--- src/hdl/line_segment_clipper_unit_defines.svh ---
// Assertion macros for the line segment clipper.
`ifndef LINE_SEGMENT_CLIPPER_UNIT_DEFINES_SVH
`define LINE_SEGMENT_CLIPPER_UNIT_DEFINES_SVH
// assert that a implies b on the next cycle
`define LSC_ASSERT_NEXT(lbl, a, b) \
  lbl: assert property (@(posedge clk_i) disable iff (!rst_ni) (a) |=> (b)) \
    else $error("lsc check failed");
// assert that a implies b in the same cycle
`define LSC_ASSERT_NOW(lbl, a, b) \
  lbl: assert property (@(posedge clk_i) disable iff (!rst_ni) (a) |-> (b)) \
    else $error("lsc check failed");
`endif

--- src/hdl/lsc_pkg.sv ---
// Shared codes for the line segment clipper.
package lsc_pkg;
  localparam logic [3:0] CodeLeft   = 4'd1;
  localparam logic [3:0] CodeRight  = 4'd2;
  localparam logic [3:0] CodeBottom = 4'd4;
  localparam logic [3:0] CodeTop    = 4'd8;
  localparam logic [1:0] RegLeft    = 2'd0;
  localparam logic [1:0] RegBottom  = 2'd1;
  localparam logic [1:0] RegRight   = 2'd2;
  localparam logic [1:0] RegTop     = 2'd3;
endpackage

--- src/hdl/line_segment_clipper_unit.sv ---
// Cohen-Sutherland line clipper top level with a bit-serial multiply/divide unit.
//
// One segment is taken per transfer and one result is returned. Each clipping
// pass multiplies with a bit-serial shift-add loop and divides with a restoring
// divider that produces one quotient bit per cycle. A pass also holds the
// outcode test and the endpoint update. A segment takes up to MAX_PASSES
// passes; a trivial accept or reject needs no pass. The block works on one
// segment at a time; the result register holds a finished result while it
// waits to be taken. Window registers are written through a plain write port,
// index 0..3 = left, bottom, right, top.
module line_segment_clipper_unit
  import lsc_pkg::*;
#(
  parameter int COORD_WIDTH = 16,
  parameter int MAX_PASSES  = 4
) (
  input  logic clk_i,
  input  logic rst_ni,
  input  logic cfg_we_i,
  input  logic [1:0] cfg_index_i,
  input  logic [COORD_WIDTH-1:0] cfg_data_i,
  input  logic s_axis_tvalid,
  output logic s_axis_tready,
  // tdata: ax, ay, bx, by from the lowest bit up
  input  logic [((4*COORD_WIDTH+7)/8)*8-1:0] s_axis_tdata,
  output logic m_axis_tvalid,
  input  logic m_axis_tready,
  // tdata: visible, clip_ax, clip_ay, clip_bx, clip_by from the lowest bit up
  output logic [((4*COORD_WIDTH+8)/8)*8-1:0] m_axis_tdata
);
  localparam int W   = COORD_WIDTH;
  localparam int EW  = W + 2;          // differences
  localparam int PW  = 2 * EW;         // product magnitude
  localparam int CW  = $clog2(PW + 1);
  localparam int MPW = $clog2(MAX_PASSES + 1);
  localparam int OW  = ((4*W+8)/8)*8;

  localparam logic [2:0] StIdle = 3'd0, StTest = 3'd1, StMul = 3'd2,
                         StDiv = 3'd3, StFix = 3'd4, StOut = 3'd5;

  logic signed [W-1:0] wl_q, wb_q, wr_q, wt_q;
  logic [2:0] st_q;
  logic signed [W-1:0] x1_q, y1_q, x2_q, y2_q;
  logic [MPW-1:0] moves_q;
  logic ok_q;
  logic [EW-1:0] ma_q, mb_q, md_q;    // magnitudes
  logic neg_q, vert_q, sel1_q;
  logic signed [W-1:0] edge_q;
  logic [PW-1:0] prod_q;
  logic [EW:0] rem_q;
  logic [PW-1:0] quo_q;
  logic [CW-1:0] cnt_q;
  logic out_v_q;
  logic [OW-1:0] out_q;

  // window writes
  always_ff @(posedge clk_i or negedge rst_ni) begin
    if (!rst_ni) begin
      wl_q <= W'(100); wb_q <= W'(100); wr_q <= W'(300); wt_q <= W'(300);
    end else if (cfg_we_i) begin
      case (cfg_index_i)
        RegLeft:   wl_q <= cfg_data_i;
        RegBottom: wb_q <= cfg_data_i;
        RegRight:  wr_q <= cfg_data_i;
        RegTop:    wt_q <= cfg_data_i;
        default: ;
      endcase
    end
  end

  function automatic logic [3:0] oc(logic signed [W-1:0] x, logic signed [W-1:0] y,
                                    logic signed [W-1:0] l, logic signed [W-1:0] b,
                                    logic signed [W-1:0] r, logic signed [W-1:0] t);
    logic [3:0] c;
    c = 4'd0;
    if (x < l) c = c | CodeLeft;
    if (x > r) c = c | CodeRight;
    if (y < b) c = c | CodeBottom;
    if (y > t) c = c | CodeTop;
    return c;
  endfunction

  logic [3:0] c1, c2, o;
  logic signed [EW-1:0] dx, dy, dsel, dnum, dother;
  logic signed [W-1:0] edg;
  logic vsel;
  always_comb begin
    c1 = oc(x1_q, y1_q, wl_q, wb_q, wr_q, wt_q);
    c2 = oc(x2_q, y2_q, wl_q, wb_q, wr_q, wt_q);
    o  = (c1 != 4'd0) ? c1 : c2;
    dx = EW'(x2_q) - EW'(x1_q);
    dy = EW'(y2_q) - EW'(y1_q);
    vsel = (o & (CodeTop | CodeBottom)) != 4'd0;
    if (vsel) edg = ((o & CodeTop) != 4'd0) ? wt_q : wb_q;
    else      edg = ((o & CodeRight) != 4'd0) ? wr_q : wl_q;
    dsel   = vsel ? dy : dx;
    dother = vsel ? dx : dy;
    dnum   = EW'(edg) - (vsel ? EW'(y1_q) : EW'(x1_q));
  end

  // division trial
  logic [EW:0] rsh, rsub;
  always_comb begin
    rsh  = {rem_q[EW-1:0], prod_q[PW-1]};
    rsub = rsh - {1'b0, md_q};
  end

  logic signed [EW-1:0] qs;
  logic signed [W-1:0] newc;
  always_comb begin
    qs   = neg_q ? -EW'(quo_q[EW-1:0]) : EW'(quo_q[EW-1:0]);
    newc = W'((vert_q ? EW'(x1_q) : EW'(y1_q)) + qs);
  end

  assign s_axis_tready = (st_q == StIdle);
  assign m_axis_tvalid = out_v_q;
  assign m_axis_tdata  = out_q;

  always_ff @(posedge clk_i or negedge rst_ni) begin
    if (!rst_ni) begin
      st_q <= StIdle;
      out_v_q <= 1'b0;
      moves_q <= '0;
      cnt_q <= '0;
    end else begin
      // result register: load when free or being taken, else clear on transfer
      if (st_q == StOut && (!out_v_q || m_axis_tready)) out_v_q <= 1'b1;
      else if (m_axis_tready) out_v_q <= 1'b0;
      case (st_q)
        StIdle: if (s_axis_tvalid) begin
          x1_q <= s_axis_tdata[W-1:0];
          y1_q <= s_axis_tdata[2*W-1:W];
          x2_q <= s_axis_tdata[3*W-1:2*W];
          y2_q <= s_axis_tdata[4*W-1:3*W];
          moves_q <= '0;
          st_q <= StTest;
        end
        StTest: begin
          if (c1 == 4'd0 && c2 == 4'd0) begin
            ok_q <= 1'b1; st_q <= StOut;
          end else if ((c1 & c2) != 4'd0 || moves_q >= MPW'(MAX_PASSES) ||
                       dsel == '0) begin
            ok_q <= 1'b0; st_q <= StOut;
          end else begin
            moves_q <= moves_q + 1'b1;
            ma_q <= dother[EW-1] ? EW'(-dother) : dother;
            mb_q <= dnum[EW-1] ? EW'(-dnum) : dnum;
            md_q <= dsel[EW-1] ? EW'(-dsel) : dsel;
            neg_q <= dother[EW-1] ^ dnum[EW-1] ^ dsel[EW-1];
            vert_q <= vsel;
            sel1_q <= (c1 != 4'd0);
            edge_q <= edg;
            prod_q <= '0;
            cnt_q <= '0;
            st_q <= StMul;
          end
        end
        StMul: begin
          // one multiplier bit a cycle, LSB first
          if (cnt_q == CW'(EW)) begin
            cnt_q <= '0; rem_q <= '0; quo_q <= '0;
            st_q <= StDiv;
          end else begin
            if (mb_q[0]) prod_q <= prod_q + (PW'(ma_q) << cnt_q);
            mb_q <= mb_q >> 1;
            cnt_q <= cnt_q + 1'b1;
          end
        end
        StDiv: begin
          // one quotient bit a cycle, restoring
          if (!rsub[EW]) rem_q <= rsub; else rem_q <= rsh;
          quo_q <= {quo_q[PW-2:0], ~rsub[EW]};
          prod_q <= prod_q << 1;
          cnt_q <= cnt_q + 1'b1;
          if (cnt_q == CW'(PW-1)) st_q <= StFix;
        end
        StFix: begin
          if (sel1_q) begin
            if (vert_q) begin x1_q <= newc; y1_q <= edge_q; end
            else begin x1_q <= edge_q; y1_q <= newc; end
          end else begin
            if (vert_q) begin x2_q <= newc; y2_q <= edge_q; end
            else begin x2_q <= edge_q; y2_q <= newc; end
          end
          st_q <= StTest;
        end
        StOut: if (!out_v_q || m_axis_tready) begin
          out_q <= ok_q ? OW'({y2_q, x2_q, y1_q, x1_q, 1'b1}) : '0;
          st_q <= StIdle;
        end
        default: st_q <= StIdle;
      endcase
    end
  end

  `include "line_segment_clipper_unit_defines.svh"

  // a taken segment always goes to the outcode test first
  `LSC_ASSERT_NEXT(a_take_test, s_axis_tvalid && s_axis_tready, st_q == StTest)
  // passes never exceed the limit
  `LSC_ASSERT_NOW(a_pass_lim, st_q == StMul, moves_q <= MPW'(MAX_PASSES))
  // a held result is not overwritten
  `LSC_ASSERT_NEXT(a_hold, m_axis_tvalid && !m_axis_tready, m_axis_tvalid && $stable(m_axis_tdata))
endmodule
--- config.mk ---
export PLATFORM = sky130hd
export DESIGN_NAME = line_segment_clipper_unit
export DESIGN_NICKNAME = d
export VERILOG_FILES = /design/src/hdl/lsc_pkg.sv /design/src/hdl/line_segment_clipper_unit.sv
export VERILOG_INCLUDE_DIRS = /design/src /design/src/hdl
export SDC_FILE = /design/constraint.sdc
export NUM_CORES = 1
export LEC_CHECK = 0
export BUFFER_PORTS_ARGS = -buffer_cell sky130_fd_sc_hd__buf_2
export CAP_MARGIN = 0
export CELL_PAD_IN_SITES_DETAIL_PLACEMENT = 0
export CELL_PAD_IN_SITES_GLOBAL_PLACEMENT = 1
export CORE_MARGIN = 3
export CORE_UTILIZATION = 40
export CTS_BUF_LIST = sky130_fd_sc_hd__clkbuf_8
export CTS_CLUSTER_SIZE = 25
export DETAILED_ROUTE_END_ITERATION = 7
export GPL_TIMING_DRIVEN = 0
export PLACE_DENSITY_LB_ADDON = 0.05
export SYNTH_ARGS = -nofsm -noshare
export SYNTH_HDL_FRONTEND = slang
export SYNTH_SLANG_ARGS = --single-unit
--- constraint.sdc ---
create_clock -name clk_i -period 7.8 [get_ports clk_i]
set_input_delay 2.34 -clock clk_i [delete_from_list [all_inputs] [get_ports clk_i]]
set_output_delay 2.34 -clock clk_i [all_outputs]
set_load 0.01 [all_outputs]
==> parameters.txt <==
Parameter                              Value

Run status
  Outcome    completed

Route
  DRC Markers    0
  Initial drt markers    1666
  Final routed wirelength across all metal layers    97320 µm
  Antenna Violating Nets Remaining    0
  Number of vias in the routed layout    22193
  Routed length per placed instance    24.87 µm
  Drt first pass iters    6
  DR vias/cell    5.672

STA
  Setup-failing EPs final    0
  Fin Clk Skew    29.90 ps
  Unrepaired setup endpoints after global routing    false
  Final worst hold slack    494.3 ps
  Final hold violations    0
  Tcrit/Tclk final    95.33%
  Time the worst path needs with I/O delays and setup    7435 ps
  Achievable frequency    0.1345 GHz
  Worst relative slew slack    24.79%
  Worst-margin pin slew    1128 ps
  Worst Setup Slack, final    364.5 ps
  Final-report max-slew violation count    0

Die
  DIE WIDTH    261.6 µm
  Die Height    261.6 µm
  # IOs    161
  Std-Cell Core Area    64580 µm²
  Standard-cell row count    93
  Initial core utilization    40.45%
  Total Die Area    68410 µm²

Clock tree
  H-tree depth    3
  CTS clk-pin slew, worst paths    70 ps
  Post-CTS Hold Fix Bufs    0
  TritonCTS clock tree    yes
  TritonCTS Buffers    67
  Root buffer cell    clkbuf_8
  Clk sinks    350
  Skew-Pair Late Insertion Delay    650 ps
  Clock Path Buffers    3

Yosys
  Avg Inst Size Synth    9.486 µm²
  Number of flops mapped to enable cells by yosys    273
  Synth Area in Compound Gates    17.35%
  Portion of synthesized cell area occupied by the leading cell type    31.38%
  Library cell with the largest summed area after synthesis    edfxtp_1
  Dominant combinational cell family by area after synthesis    compound AO/OA/AOI/OAI gates
  Count of distinct cell types in the synthesized netlist    98
  Ys flop type    edfxtp_1
  Cell types with the largest area share after synthesis    edfxtp_1 31%, ha_1 12%, dfrtp_1 6.0%
  Area of the mapped netlist    26120 µm²
  Sequential area share after synthesis    38.82%
  Cell with the most instances after synthesis    edfxtp_1
  Asr flop ratio synth    22.00%
  Top cells by instance count after synthesis    273 x edfxtp_1, 269 x nor2_1, 248 x ha_1
  Synth Area in Simple Gates    15.55%
  Synthesized instance count    2754
  Count of yosys warnings during synthesis    0
  Post-synthesis register bit count    350
  Xor/xnor cell area share of the yosys netlist    5.163%
  Adder-cell share of the synthesized area    12.34%
  Portion of netlist area occupied by mux cells    6.461%

Power and ir drop
  Total power density per cell area    391.2 nW/µm²
  Sw Ratio    46.65%
  Power share of the sequential group    25.6%
  IR drop worst, VDD    160.3 µV
  Int Pwr    6.201 mW
  Proportion of power drawn by the clock network    15.3%
  P_leak    12.39 nW
  Switching component of the power    5.423 mW
  Combinational power share    59.1%

Global routing
  GRT Overall Usage    28.23%
  Vias in the first global route    21666
  Overflow left after global routing    0
  First-pass GRT wire length    141300 µm
  Initial antenna violation count    5
  Maximum number of pins on one net before global-route repair    62

Critical path
  Critical Path Start Type    flip-flop
  Arrival time at the worst endpoint    7930 ps
  Worst path required time    8290 ps
  Type of destination of the critical path    flip-flop
  CP max stage delay    650 ps
  Worst reg-to-reg setup slack    360 ps
  CP max FO    10
  Slowest-stage cell, CP    or4_1
  Worst setup path category    reg -> reg

Finish
  Synthesis-to-layout area growth    13.75%
  Fin cells    3913
  Layout Nets    3347
  Utilization after layout    46.01%
  Proportion of layout cells with a drive suffix above 1    14.11%
  Post-route cell area    29710 µm²

Placed design
  Global placement routability congestion    0.9599
  Detail Placement HPWL    76880 µm
  Cells after DPL    3782
  Post-place instance area    28270 µm²
  Count of input and output buffers    153
  Dpl ws    -503.2 ps

Worst hold path
  Worst hold-check path type    reg -> reg

Run
  Max Cap Viol    0
[stage by stage]
stage | setup TNS, ps | power (mW)
after global placement | -205380 | 9.630
after floorplan | 0 | 7.674
after CTS | -37.74 | 11.59
after detailed placement | -13350 | 9.737
final | 0 | 11.62
after global routing | 0 | 12.49
[cells in the final DEF, fill, tap and decap left out, types with 10 or more instances in the layout]
cell type  count
a211oi_1      45
a21o_1        50
a21oi_1      191
a31oi_1       25
and2_1        89
and3_1        14
buf_2        160
buf_4         20
clkbuf_1      77
clkbuf_8      72
clkinv_1      11
conb_1        10
dfrtp_1       63
dfstp_2       14
edfxtp_1     273
ha_1         248
inv_1        191
mux2_2        70
mux2i_1       69
nand2_1      233
nand2b_1      31
nand3_1       36
nand4_1       19
nor2_1       269
nor2b_1       29
nor3_1        39
o211ai_1      24
o21a_1        56
o21ai_0      185
o21bai_1      11
o31ai_1       13
or2_2         14
or3_1         25
xnor2_1      107
xor2_1        47
[final timing paths]
path / cells after the start / to / from
max in group asynchronous: 2 / wr_q[8] / rst_ni
worst max-delay path: 28 / mb_q[15] / y1_q[15]
worst min register to register: 1 / moves_q[1] / moves_q[1]
worst max register to register: 28 / mb_q[15] / y1_q[15]
min in group asynchronous: 1 / wb_q[10] / rst_ni
worst min-delay path: 1 / moves_q[1] / moves_q[1]
[power groups by stage]
stage / logic [mW] / registers [mW] / clock network (mW)
final: 6.87 / 2.97 / 1.78
after global routing: 7.59 / 2.99 / 1.92
after CTS: 6.77 / 2.98 / 1.84
after detailed placement: 6.72 / 3.02 / 0
after global placement: 6.59 / 3.04 / 0
after floorplan: 4.84 / 2.83 / 0
[registers in the layout, indices dropped and copies added (netlist names), 18 cells and up]
signal and cells:
ma_q 18, mb_q 18, rem_q 18, md_q 18, prod_q 36, m_axis_tdata 65
[cell families (layout without fill, tap and decap cells)]
logic type      count (synthesis)  count (layout)
buf+inv                       281             573
flops                         350             350
fa+ha+maj                     254             254
mux                           150             150
compound gates                714             714
xor+xnor                      154             154
simple gates                  850             850
other cells                     1              13
[per-layer routing]
layer	vias up	global-route usage [%]	wire (µm)
met4	2	12.18	4312
met1	10846	36.99	42560
met3	169	3.636	5139
li1	10494	-	-
met2	682	46.92	45290
met5	-	0	13
[cell type report]
type	count	area, µm²
Antenna cell	3	7.507
Clock inverter	46	275.3
Fill cell	6279	34870
Timing Repair Buffer	176	1116
Tap cell	855	1070
Sequential cell	350	10140
Clock buffer	72	991.0
Multi-Input combinational cell	2132	14990
Inverter	172	645.6
Buffer	107	476.7
[repair_timing]
action,4_1_cts,5_1_grt
pin swaps,1,1
setup endpoints to repair,82,107
setup buffers,1,11
resized for setup,6,9
hold endpoints to repair,0,0
[worst max-delay path: cells and delay by family, from the launching register on]
family / cells / cell delay, ps
compound gates: 10 / 2340
simple gates: 11 / 2660
flops: 1 / 420
fa+ha+maj: 2 / 870
buf+inv: 4 / 840
xor+xnor: 1 / 150
(Power assumes the default switching activity.)
